## src/sv/odi_pkg.sv

```systemverilog
// Shared types and constants of the odometry integrator.
// Holds the datapath command/status structs, fixed-point constants and the
// Horner reciprocal table; no dependencies.
package odi_pkg;

    // Q2.30 constants
    localparam logic [31:0] Q30_ONE    = 32'd1073741824;
    localparam logic [33:0] Q30_PI     = 34'd3373259426;
    localparam logic [33:0] Q30_HALFPI = 34'd1686629713;
    localparam logic [33:0] Q30_TWOPI  = 34'd6746518852;

    // rate scale factors (microseconds per second, and Q13 to Q16 times that)
    localparam logic signed [33:0] USEC_K = 34'sd1000000;
    localparam logic signed [33:0] YAW_K  = 34'sd8000000;

    // serial divider geometry
    localparam int DIV_NW = 52;
    localparam int DIV_DW = 20;
    localparam int DIV_CW = $clog2(DIV_NW + 1);

    // configuration register indexes and reset values
    localparam logic REG_SPEED  = 1'b0;
    localparam logic REG_MININT = 1'b1;
    localparam logic [15:0] SPEED_RST  = 16'd300;
    localparam logic [15:0] MININT_RST = 16'd500;

    // rate selectors
    localparam logic [1:0] RATE_X   = 2'd0;
    localparam logic [1:0] RATE_Y   = 2'd1;
    localparam logic [1:0] RATE_YAW = 2'd2;

    // last Horner step index
    localparam logic [2:0] HORNER_LAST = 3'd4;

    typedef enum logic [4:0] {
        OP_NONE,
        OP_LOAD,
        OP_CHECK,
        OP_MUL_LIM,
        OP_MUL_NX,
        OP_MUL_NY,
        OP_GLX,
        OP_GLY,
        OP_DIV_START,
        OP_DIV_END,
        OP_FOLD,
        OP_MUL_X2,
        OP_X2,
        OP_MUL_T,
        OP_TDIV_START,
        OP_TDIV_END,
        OP_MUL_SV,
        OP_SV,
        OP_PC,
        OP_ROT1,
        OP_ROT2,
        OP_ROT3,
        OP_ROT4,
        OP_ROT5,
        OP_RND,
        OP_POS,
        OP_QUAT,
        OP_OUT
    } t_dp_op;

    typedef struct packed {
        t_dp_op     op;
        logic [2:0] idx;
        logic       cos_ph;
        logic       pass;
        logic [1:0] sel;
    } t_dp_cmd;

    typedef struct packed {
        logic skip;
        logic div_busy;
        logic out_free;
    } t_dp_stat;

    // Horner step division by a series constant d: floor(n / d) for any
    // 32-bit n equals (n * ceil(2^s / d)) >> s with s = 32 + ceil(log2(d))
    function automatic logic [32:0] horner_recip(input logic cos_ph,
                                                 input logic [2:0] idx);
        logic [32:0] m;
        case ({cos_ph, idx})
            4'b0_000: m = 33'd4997780127;  // 110
            4'b0_001: m = 33'd7635497416;  // 72
            4'b0_010: m = 33'd6544712071;  // 42
            4'b0_011: m = 33'd6871947674;  // 20
            4'b0_100: m = 33'd5726623062;  // 6
            4'b1_000: m = 33'd8329633544;  // 132
            4'b1_001: m = 33'd6108397933;  // 90
            4'b1_010: m = 33'd4908534053;  // 56
            4'b1_011: m = 33'd4581298450;  // 30
            4'b1_100: m = 33'd5726623062;  // 12
            default:  m = 33'd0;
        endcase
        return m;
    endfunction

    // product shift that goes with horner_recip
    function automatic logic [5:0] horner_shift(input logic cos_ph,
                                                input logic [2:0] idx);
        logic [5:0] s;
        case ({cos_ph, idx})
            4'b0_000: s = 6'd39;
            4'b0_001: s = 6'd39;
            4'b0_010: s = 6'd38;
            4'b0_011: s = 6'd37;
            4'b0_100: s = 6'd35;
            4'b1_000: s = 6'd40;
            4'b1_001: s = 6'd39;
            4'b1_010: s = 6'd38;
            4'b1_011: s = 6'd37;
            4'b1_100: s = 6'd36;
            default:  s = 6'd0;
        endcase
        return s;
    endfunction

endpackage

```

## src/sv/odi_ctrl.sv

```systemverilog
// Sequencer of the odometry integrator: walks the datapath through gating,
// rejection, rate divisions, two sine/cosine passes, rotation and the quaternion. Uses odi_pkg.
module odi_ctrl (
    input  logic              i_clk,
    input  logic              i_rst_n,
    input  logic              i_valid,
    output logic              o_ready,
    input  odi_pkg::t_dp_stat i_stat,
    output odi_pkg::t_dp_cmd  o_cmd
);
    import odi_pkg::*;

    typedef enum logic [29:0] {
        ST_IDLE  = 30'd1 << 0,
        ST_CHECK = 30'd1 << 1,
        ST_LIM   = 30'd1 << 2,
        ST_NX    = 30'd1 << 3,
        ST_NY    = 30'd1 << 4,
        ST_GLX   = 30'd1 << 5,
        ST_GLY   = 30'd1 << 6,
        ST_DVS   = 30'd1 << 7,
        ST_DVW   = 30'd1 << 8,
        ST_FOLD  = 30'd1 << 9,
        ST_X2M   = 30'd1 << 10,
        ST_X2    = 30'd1 << 11,
        ST_TM    = 30'd1 << 12,
        ST_TDS   = 30'd1 << 13,
        ST_TDW   = 30'd1 << 14,
        ST_SVM   = 30'd1 << 15,
        ST_SV    = 30'd1 << 16,
        ST_PCM   = 30'd1 << 17,
        ST_PC    = 30'd1 << 18,
        ST_R1    = 30'd1 << 19,
        ST_R2    = 30'd1 << 20,
        ST_R3    = 30'd1 << 21,
        ST_R4    = 30'd1 << 22,
        ST_R5    = 30'd1 << 23,
        ST_RND   = 30'd1 << 24,
        ST_POS   = 30'd1 << 25,
        ST_QUAT  = 30'd1 << 26,
        ST_OUT   = 30'd1 << 27,
        ST_SPARE = 30'd1 << 28,
        ST_HOLD  = 30'd1 << 29
    } t_state;

    t_state     r_state, n_state;
    logic [2:0] r_idx, n_idx;
    logic       r_cos, n_cos;
    logic       r_pass, n_pass;
    logic [1:0] r_sel, n_sel;
    t_dp_op     w_op;

    always_ff @(posedge i_clk) begin
        if (!i_rst_n) begin
            r_state <= ST_IDLE;
            r_idx   <= '0;
            r_cos   <= 1'b0;
            r_pass  <= 1'b0;
            r_sel   <= RATE_X;
        end else begin
            r_state <= n_state;
            r_idx   <= n_idx;
            r_cos   <= n_cos;
            r_pass  <= n_pass;
            r_sel   <= n_sel;
        end
    end

    // next state and datapath command
    always_comb begin
        n_state = r_state;
        n_idx   = r_idx;
        n_cos   = r_cos;
        n_pass  = r_pass;
        n_sel   = r_sel;
        w_op    = OP_NONE;
        case (r_state)
            ST_IDLE: begin
                if (i_valid) begin
                    w_op    = OP_LOAD;
                    n_state = ST_CHECK;
                end
            end
            ST_CHECK: begin
                if (i_stat.skip) begin
                    n_state = ST_IDLE;
                end else begin
                    w_op    = OP_CHECK;
                    n_state = ST_LIM;
                end
            end
            ST_LIM: begin
                w_op    = OP_MUL_LIM;
                n_state = ST_NX;
            end
            ST_NX: begin
                w_op    = OP_MUL_NX;
                n_state = ST_NY;
            end
            ST_NY: begin
                w_op    = OP_MUL_NY;
                n_state = ST_GLX;
            end
            ST_GLX: begin
                w_op    = OP_GLX;
                n_state = ST_GLY;
            end
            ST_GLY: begin
                w_op    = OP_GLY;
                n_sel   = RATE_X;
                n_state = ST_DVS;
            end
            ST_DVS: begin
                w_op    = OP_DIV_START;
                n_state = ST_DVW;
            end
            ST_DVW: begin
                if (!i_stat.div_busy) begin
                    w_op = OP_DIV_END;
                    if (r_sel == RATE_YAW) begin
                        n_pass  = 1'b0;
                        n_state = ST_FOLD;
                    end else begin
                        n_sel   = r_sel + 2'd1;
                        n_state = ST_DVS;
                    end
                end
            end
            ST_FOLD: begin
                w_op    = OP_FOLD;
                n_state = ST_X2M;
            end
            ST_X2M: begin
                w_op    = OP_MUL_X2;
                n_state = ST_X2;
            end
            ST_X2: begin
                w_op    = OP_X2;
                n_idx   = '0;
                n_cos   = 1'b0;
                n_state = ST_TM;
            end
            ST_TM: begin
                w_op    = OP_MUL_T;
                n_state = ST_TDS;
            end
            ST_TDS: begin
                w_op    = OP_TDIV_START;
                n_state = ST_TDW;
            end
            ST_TDW: begin
                if (!i_stat.div_busy) begin
                    w_op = OP_TDIV_END;
                    if (r_idx == HORNER_LAST) begin
                        n_idx   = '0;
                        n_state = r_cos ? ST_PCM : ST_SVM;
                    end else begin
                        n_idx   = r_idx + 3'd1;
                        n_state = ST_TM;
                    end
                end
            end
            ST_SVM: begin
                w_op    = OP_MUL_SV;
                n_state = ST_SV;
            end
            ST_SV: begin
                w_op    = OP_SV;
                n_cos   = 1'b1;
                n_state = ST_TM;
            end
            ST_PCM: begin
                w_op    = OP_MUL_T;
                n_state = ST_PC;
            end
            ST_PC: begin
                w_op    = OP_PC;
                n_state = r_pass ? ST_QUAT : ST_R1;
            end
            ST_R1: begin
                w_op    = OP_ROT1;
                n_state = ST_R2;
            end
            ST_R2: begin
                w_op    = OP_ROT2;
                n_state = ST_R3;
            end
            ST_R3: begin
                w_op    = OP_ROT3;
                n_state = ST_R4;
            end
            ST_R4: begin
                w_op    = OP_ROT4;
                n_state = ST_R5;
            end
            ST_R5: begin
                w_op    = OP_ROT5;
                n_state = ST_RND;
            end
            ST_RND: begin
                w_op    = OP_RND;
                n_state = ST_POS;
            end
            ST_POS: begin
                w_op    = OP_POS;
                n_pass  = 1'b1;
                n_state = ST_FOLD;
            end
            ST_QUAT: begin
                w_op    = OP_QUAT;
                n_state = ST_OUT;
            end
            ST_OUT: begin
                if (i_stat.out_free) begin
                    w_op    = OP_OUT;
                    n_state = ST_IDLE;
                end
            end
            default: begin
                n_state = ST_IDLE;
            end
        endcase
    end

    assign o_cmd.op     = w_op;
    assign o_cmd.idx    = r_idx;
    assign o_cmd.cos_ph = r_cos;
    assign o_cmd.pass   = r_pass;
    assign o_cmd.sel    = r_sel;
    assign o_ready      = (r_state == ST_IDLE);

endmodule

```

## config.mk

```make
export PLATFORM = sky130hd
export DESIGN_NAME = odi_ctrl
export DESIGN_NICKNAME = d
export VERILOG_FILES = /design/src/sv/odi_pkg.sv /design/src/sv/odi_ctrl.sv
export SDC_FILE = /design/constraint.sdc
export NUM_CORES = 1
export LEC_CHECK = 0
export BUFFER_PORTS_ARGS = -buffer_cell sky130_fd_sc_hd__buf_4
export CAP_MARGIN = 20
export CORE_MARGIN = 2
export CORE_UTILIZATION = 35
export DETAILED_ROUTE_END_ITERATION = 16
export PLACE_DENSITY_LB_ADDON = 0.08
export SKIP_CTS_REPAIR_TIMING = 1
export SYNTH_ARGS = -nofsm -noshare
export SYNTH_HDL_FRONTEND = slang
export SYNTH_SLANG_ARGS = --single-unit
```

## constraint.sdc

```tcl
create_clock -name i_clk -period 7.5 [get_ports i_clk]
set_input_delay 0.75 -clock i_clk [delete_from_list [all_inputs] [get_ports i_clk]]
set_output_delay 0.75 -clock i_clk [all_outputs]
set_load 0.005 [all_outputs]
```

=== Word level (Yosys, flattened, before mapping) ===
Index checks and enable logic that the tools add are counted.
W data, S select, Z words.

* Register bits after elaboration: 37
* Bits in latches: 0
* RAM bits: 0
* Bits in read-only memories: 0
* Memories: 0

* $add $sub $neg: 2
* Multipliers: 0
* Div/mod/pow operators: 0
* Order comparisons: 0
* Equality and inequality tests: 36
* Shifts and indexed selects: 0
* Muxes and demuxes: 26
* Bitwise logic cells: 0
* Reductions and logical operators: 10

{| class="wikitable"
|+ Operator list
! cell !! number
|-
| $pmux W30 S27 || 1
|-
| $pmux W5 S27 || 1
|-
| $mux W30 || 4
|-
| $mux W18 || 2
|-
| $eq A30 B1 Y1 const B || 1
|-
| $eq A30 B10 Y1 const B || 1
|-
| $eq A30 B11 Y1 const B || 1
|-
| $eq A30 B12 Y1 const B || 1
|-
| $eq A30 B13 Y1 const B || 1
|-
| $eq A30 B14 Y1 const B || 1
|-
| $eq A30 B15 Y1 const B || 1
|-
| $eq A30 B16 Y1 const B || 1
|-
| $eq A30 B17 Y1 const B || 1
|-
| $eq A30 B18 Y1 const B || 1
|-
| $eq A30 B19 Y1 const B || 1
|-
| $eq A30 B2 Y1 const B || 1
|-
| $eq A30 B20 Y1 const B || 1
|-
| $eq A30 B21 Y1 const B || 1
|-
| $eq A30 B22 Y1 const B || 1
|-
| $eq A30 B23 Y1 const B || 1
|-
| $eq A30 B24 Y1 const B || 1
|-
| $eq A30 B25 Y1 const B || 1
|-
| $eq A30 B26 Y1 const B || 1
|-
| $eq A30 B27 Y1 const B || 1
|-
| other kinds (28) || 46
|}

=== Logic depth before layout (Yosys ltp) ===
Gate-level depths: netlist of the first run.

* Word-level depth: 4
* Gate-level depth with buffers: 9
* Mapped depth without buffers: 7

=== Least setup slack after synthesis of the first run ===
OpenSTA, ideal clock, no wires.

* Kind: register to output
* Start: register r_state[4]
* End: output o_cmd[7] in the netlist's numbering
* Arrival: 2,116 ps
* Required time: 6,750 ps
* Slack: 4,634 ps
* Cell stages (with the launch flop): 9
* Buffers on the path: 1
* Path through: dfxtp_1 -> clkbuf_1 -> nor3_4 -> nand4_4 -> or3_4 -> or4b_4 -> inv_1 -> a221oi_1 -> nand4_1

{| class="wikitable"
|+ RTL lines
! element !! RTL line !! source
|-
| start: declaration || odi_ctrl.sv:46 || <nowiki>t_state r_state, n_state;</nowiki>
|-
| start signal: assignment || odi_ctrl.sv:61 || <nowiki>r_state <= n_state;</nowiki>
|-
| end: declaration || odi_ctrl.sv:9 || <nowiki>output odi_pkg::t_dp_cmd o_cmd</nowiki>
|}

==> results of run 1 <==
[final cells by class]
class,count,area (µm²)
flip-flops and latches,35,701
well taps,75,93.8
repair buffers,18,135
clock buffers,8,100
inverters,13,48.8
fillers,612,3480
multi-input cells,194,1290
[worst min path at each step]
stage | slack, ps | to
2_1_floorplan | 440 | r_state[26]
3_3_place_gp | 470 | r_state[17]
3_5_place_dp | 470 | r_state[17]
4_1_cts | 480 | r_state[17]
5_1_grt | 500 | r_state[17]
6_report | 470 | r_state[17]
[per-layer routing]
| metal | GRT usage [%] | part of all wire (%) | vias up |
|---|---|---|---|
| met3 | 4.44 | 5.1 | 10 |
| met2 | 29.5 | 45 | 50 |
| met1 | 26.6 | 48 | 904 |
| met5 | 0 | 0 | - |
| met4 | 4.75 | 1.7 | 0 |
| li1 | - | - | 966 |
[metrics by stage]
stage                     cells  util, %
after floorplan             250        -
after global placement      335     38.8
after detailed placement    335     38.8
after CTS                   343     40.5
after global routing        343     40.5
final                       343     40.5
[logic make-up after synthesis]
logic type | share of synthesized area, %
XOR/XNOR | 2.94
adder cells (fa/ha/maj) | 1.80
flip-flops | 33.6
buffers and inverters | 4.68
multiplexers | 0.480
AO/OA/AOI/OAI | 11.8
AND/OR/NAND/NOR | 44.8
[registers in the layout, indices dropped and copies added (netlist names)]
name and flops:
r_idx 3, r_state 28, r_sel 2, r_cos 1
r_pass 1
[worst max-delay path, delay by kind of cell, from the launching register on]
| family | cells | cell delay, ps |
|---|---|---|
| flops | 1 | 350 |
| compound gates | 1 | 150 |
| buf+inv | 1 | 110 |
| simple gates | 5 | 2290 |
[report_power, final]
part	internal [mW]	switching (mW)	total, mW
clock network	0.0838	0.0678	0.152
logic	0.0615	0.0967	0.158
registers	0.192	0.00999	0.202
[Yosys cell counts (2+ instances only)]
library cell	number	area share, %
sky130_fd_sc_hd__nand4b_1	5	2.1
sky130_fd_sc_hd__or4_1	4	1.4
sky130_fd_sc_hd__nand2_1	16	2.9
sky130_fd_sc_hd__buf_4	2	0.72
sky130_fd_sc_hd__nor3b_1	3	1.1
sky130_fd_sc_hd__o21ai_0	7	1.7
sky130_fd_sc_hd__a2111oi_0	2	0.84
sky130_fd_sc_hd__nand2b_1	9	2.7
sky130_fd_sc_hd__ha_1	3	1.8
sky130_fd_sc_hd__inv_1	13	2.3
sky130_fd_sc_hd__nor4_2	2	1.2
sky130_fd_sc_hd__a21boi_0	5	1.8
sky130_fd_sc_hd__or3_1	9	2.7
sky130_fd_sc_hd__nand3_1	3	0.72
sky130_fd_sc_hd__a21oi_1	7	1.7
sky130_fd_sc_hd__nor2b_1	10	3.0
sky130_fd_sc_hd__nand3b_1	3	1.1
sky130_fd_sc_hd__clkbuf_1	5	0.90
sky130_fd_sc_hd__xor2_1	4	1.7
sky130_fd_sc_hd__and3_1	4	1.2
sky130_fd_sc_hd__dfxtp_1	35	34
sky130_fd_sc_hd__nor4_1	15	4.5
sky130_fd_sc_hd__nor4_4	2	2.0
sky130_fd_sc_hd__o211ai_1	2	0.72
sky130_fd_sc_hd__nor2_1	24	4.3
sky130_fd_sc_hd__nor3_1	15	3.6
sky130_fd_sc_hd__a31oi_1	2	0.60
sky130_fd_sc_hd__xnor2_1	3	1.3
sky130_fd_sc_hd__nand4_1	5	1.5
sky130_fd_sc_hd__or2_2	3	0.90
sky130_fd_sc_hd__nor4b_1	5	2.1
==> results.json, run 1 <==
{
  "outcome": "finished clean",
  "grtUsageTotal_pct": 19.0,
  "routed_len_inst_um": 16.6,
  "clock-sinks": 35,
  "endpoint_kind": "primary output",
  "fmax_ghz": 0.253,
  "worstSetupPathType": "reg2out",
  "iteration_count_of_the_initial_detailed_routing_pass": 4,
  "peakVddDrop_mv": 0.0793,
  "route.final.wire_length_um": 5680,
  "number_of_standard_cells_after_synthesis": 250,
  "grt_first_pass_wirelength_um": 9390,
  "power.leakage_nw": 0.874,
  "number_of_global_route_vias_before_repair": 1762,
  "synth-seq-cells": 35,
  "mostFrequentLayoutCells": "35 x sky130_fd_sc_hd__dfxtp_1, 24 x sky130_fd_sc_hd__nor2_1, 18 x sky130_fd_sc_hd__buf_4",
  "synth_nets": 259,
  "r2r-start": "r_state[20]",
  "gp_congestion": 0.854,
  "fin_skew_ps": 5.07,
  "max_capacitance_violation_total": 0,
  "detailroute.via_count": 1930,
  "die_area_um2": 6600,
  "nets": 276,
  "drive_above_1_share_pct": 14.6,
  "synthDistinctLibCells": 54,
  "effective_utilization_at_floorplan_pct": 35.7,
  "hold-worst-slack_ps": 474,
  "core_region_area_um2": 5850,
  "area_growth_pct": 13.4,
  "initial_drc_count": 236,
  "synth_warn": 0,
  "timing.reg2reg.worst_path_depth": 7,
  "viasPerCell": 5.63,
  "critical_path_arrival_ps": 3200,
  "ctsHtreeMaxLevel": 2,
  "antenna_cells": 0,
  "hp-class": "reg2reg",
  "place_area_um2": 2270,
  "max_slew_headroom_pct": 44.5,
  "cts_tree": "done",
  "timing.final.setup_violations": 0,
  "ff2ff_setup_slack_ps": 4330,
  "final_common_cell": "sky130_fd_sc_hd__dfxtp_1",
  "clockBufferDepth": 2,
  "postSynthAreaPerCell_um2": 8.35,
  "syn_area_um2": 2090,
  "tritoncts_buffers": 5,
  "sequential_to_total_area_share_from_yosys_stat_pct": 33.6,
  "worst_setup_path_start_kind": "register",
  "timing.critical_path.slowest_stage_cell": "sky130_fd_sc_hd__nor4b_1",
  "ys_dominant_reg_cell": "sky130_fd_sc_hd__dfxtp_1",
  "post-dp-hpwl_um": 4400,
  "slowest_delay_ps": 690,
  "max_slew.worst_pin.slew_ps": 821,
  "vertical_die_dimension_um": 81.2,
  "final_period_minus_worst_setup_slack_ps": 3950,
  "io_pins": 19,
  "final_antenna_net_count": 0,
  "route.detailed.drc": 0,
  "pre_cts_slack_ps": 3930,
  "hold_viol_final": 0,
  "cp-endpoint": "o_cmd[7]",
  "grt_max_degree": 19,
  "critPathLaunch": "r_state[20]",
  "numPortBuffers": 18,
  "report.power.total_mw": 0.512,
  "launch_point_of_the_worst_hold_path": "r_cos",
  "worstPathRequired_ps": 6750,
  "holdPathStages": 2,
  "power_density_nw_per_um2": 216,
  "cts_root_buffer": "sky130_fd_sc_hd__clkbuf_8",
  "clock_pin_slew_on_the_worst_setup_and_hold_paths_ps": 70,
  "asyncSetResetFlopFracSynth_pct": 0,
  "rsz0062_at_grt": "false",
  "totalNegativeSetupSlack_ps": 0,
  "biggest_fanout_along_the_worst_timing_path": 16,
  "layout_setup_ws_ps": 3550,
  "clk-insertion-delay-late_ps": 290,
  "slew_viol_final": 0,
  "floorplan.die.width_um": 81.2,
  "grt_remaining_overflow": 0,
  "synth-edff-count": 0,
  "worstReg2RegEnd": "r_idx[2]",
  "finalCritPeriodShare_pct": 52.7,
  "crit_chain": "nor4_2 -> nand4b_1 -> or2_2 -> nor4b_1 -> a311oi_1 -> nand4_1 -> buf_4",
  "floorplan.rows": 28,
  "antenna_violations_before_repair": 0,
  "finish.instance_area_um2": 2370
}
Note: power is estimated with default switching activity, not from simulation.
==> inputs of run 2 (changes only) <==
clock period = 3.8 ns   (was 7.5 ns; I/O delays follow)
==> run 2 against run 1 <==
Clock skew is essentially flat. Critical path depth rose by 1. Worst hold slack got worse by 75 ps. Routed wire length rose by 0.79%. Critical endpoint unchanged. Sequential share of layout area unchanged. Sequential power increased by 98%. Largest cell class unchanged. Die area unchanged. Clock-buffer cell count shrank 2. Global-route usage is essentially flat. Final area unchanged. Critical path type unchanged. Setup slack got worse by 3100 ps.
==> results.json, run 2 (synthesis gave the netlist of run 1 again) <==
{
  "critical_path_arrival_ps": 2990,
  "clk-insertion-delay-late_ps": 290,
  "io_pins": 19,
  "post-dp-hpwl_um": 4430,
  "route.detailed.drc": 0,
  "grt_use_met3_pct": 4.33,
  "detailroute.via_count": 1938,
  "floorplan.die.width_um": 81.2,
  "endpoint_of_the_worst_hold_path": "r_state[2]",
  "fin_skew_ps": 5.49,
  "floorplan.rows": 28,
  "power.net_switching_mw": 0.355,
  "hp-class": "in2reg",
  "drive_above_1_share_pct": 15.2,
  "final.fill_count": 596,
  "clock_pin_slew_on_the_worst_setup_and_hold_paths_ps": 70,
  "power.share.switching_pct": 35.9,
  "final_common_cell": "sky130_fd_sc_hd__dfxtp_1",
  "die_area_um2": 6600,
  "endpoint_kind": "primary output",
  "finalCritPeriodShare_pct": 88.8,
  "max_slew.worst_pin.slew_ps": 853,
  "worstReg2RegEnd": "r_idx[2]",
  "route.final.wire_length_um": 5730,
  "hold_viol_final": 0,
  "largestRegisters": "r_state (28), r_idx (3), r_sel (2)",
  "worstPathRequired_ps": 3420,
  "timing.reg2reg.worst_path_depth": 7,
  "fmax_ghz": 0.297,
  "antenna_cells": 0,
  "vertical_die_dimension_um": 81.2,
  "iteration_count_of_the_initial_detailed_routing_pass": 4,
  "global_route.peak_usage_layer": "met2",
  "numPortBuffers": 18,
  "totalNegativeSetupSlack_ps": 0,
  "number_of_global_route_vias_before_repair": 1838,
  "combPwrFrac_pct": 32.6,
  "final_period_minus_worst_setup_slack_ps": 3370,
  "r2r-start": "r_state[21]",
  "largest_reg_flops": 28,
  "max_capacitance_violation_total": 0,
  "peakVddDrop_mv": 0.201,
  "gp_congestion": 0.897,
  "effective_utilization_at_floorplan_pct": 35.7,
  "largest_register": "r_state",
  "grt_remaining_overflow": 0,
  "area_growth_pct": 13.4,
  "mostFrequentLayoutCells": "35 x sky130_fd_sc_hd__dfxtp_1, 24 x sky130_fd_sc_hd__nor2_1, 20 x sky130_fd_sc_hd__buf_4",
  "groute.layer.met1.usage_pct": 26.2,
  "biggest_fanout_along_the_worst_timing_path": 9,
  "initial_drc_count": 149,
  "grt_first_pass_wirelength_um": 9300,
  "cts_root_buffer": "sky130_fd_sc_hd__clkbuf_8",
  "antenna_violations_before_repair": 0,
  "timing.final.setup_violations": 0,
  "launch_point_of_the_worst_hold_path": "i_stat[2]",
  "worst_setup_path_start_kind": "register",
  "tritoncts_buffers": 5,
  "utilization_pct": 40.5,
  "max_slew_headroom_pct": 42.6,
  "p_clk_share_pct": 27.2,
  "nets": 278,
  "ff2ff_setup_slack_ps": 860,
  "outcome": "finished clean",
  "core_region_area_um2": 5850,
  "worstSetupPathType": "reg2out",
  "holdPathStages": 3,
  "power_density_nw_per_um2": 418,
  "power_frac_seq_pct": 40.2,
  "viasPerCell": 5.62,
  "cts_tree": "done",
  "ctsHtreeMaxLevel": 2,
  "slew_viol_final": 0,
  "final_antenna_net_count": 0,
  "grtUsageTotal_pct": 19.1,
  "clock-sinks": 35,
  "power.leakage_nw": 0.874,
  "internal_power_mw": 0.635,
  "met2_usage_pct": 29.1,
  "rsz0062_at_grt": "false",
  "clockBufferDepth": 2,
  "routed_len_inst_um": 16.6,
  "grt_max_degree": 19
}
-- run 2: cell types whose count changed in the layout (fill, tap and decap cells not counted), sizes merged --
cell      previous run  this run
buf                 18        20
clkbuf               8         6
clkinv               0         1
clkinvlp             0         1
-- run 2: critical path, cell delays in order, from the launching register on --
cell and delay [ps]:
sky130_fd_sc_hd__dfxtp_1 360, sky130_fd_sc_hd__nor4_2 390, sky130_fd_sc_hd__nand4b_1 390, sky130_fd_sc_hd__buf_4 290, sky130_fd_sc_hd__or2_2 320, sky130_fd_sc_hd__nor4b_1 540, sky130_fd_sc_hd__a311oi_1 160, sky130_fd_sc_hd__nand4_1 130
sky130_fd_sc_hd__buf_4 110
-- run 2: power by group through the flow --
stage	Clock, mW	Sequential, mW	Combinational [mW]
3_3_place_gp	0	0.406	0.324
5_1_grt	0.297	0.402	0.356
3_5_place_dp	0	0.407	0.317
4_1_cts	0.280	0.399	0.319
2_1_floorplan	0	0.404	0.227
6_report	0.269	0.399	0.323
-- run 2: how the worst max path moves through the flow --
stage                     depth (start not counted)         end  slack (ps)   startpoint
after floorplan                                   9  r_state[7]        1280   r_state[4]
after global placement                            8    o_cmd[8]         810  r_state[20]
after detailed placement                          8    o_cmd[7]         790  r_state[20]
after CTS                                         8    o_cmd[7]         460  r_state[20]
after global routing                              8    o_cmd[7]         190  r_state[20]
final                                             8    o_cmd[7]         430  r_state[21]
-- run 2: final cells by class --
type / count / area, µm² / share of cell area [%]
multi-input cells: 194 / 1290 / 54.4
clock buffers: 6 / 72.6 / 3.07
flip-flops and latches: 35 / 701 / 29.6
repair buffers: 20 / 150 / 6.34
inverters: 13 / 48.8 / 2.06
well taps: 75 / 93.8 / 3.96
clock inverters: 2 / 12.5 / 0.529
-- run 2: layer usage --
| layer | part of all wire (%) | up-vias |
|---|---|---|
| met3 | 5.0 | 11 |
| met1 | 49 | 906 |
| met2 | 44 | 51 |
| met5 | 0 | - |
| met4 | 2.3 | 0 |
| li1 | - | 970 |
-- run 2: metrics by stage --
step                instances  setup slack [ps]  power (mW)  area, µm²  hold slack [ps]
floorplan                 250              1280       0.630       2090              441
global route              345               194        1.05       2370              416
CTS                       345               465       0.997       2370              384
finish                    345               427       0.991       2370              399
detailed placement        337               791       0.724       2280              462
global placement          337               807       0.730       2280              471
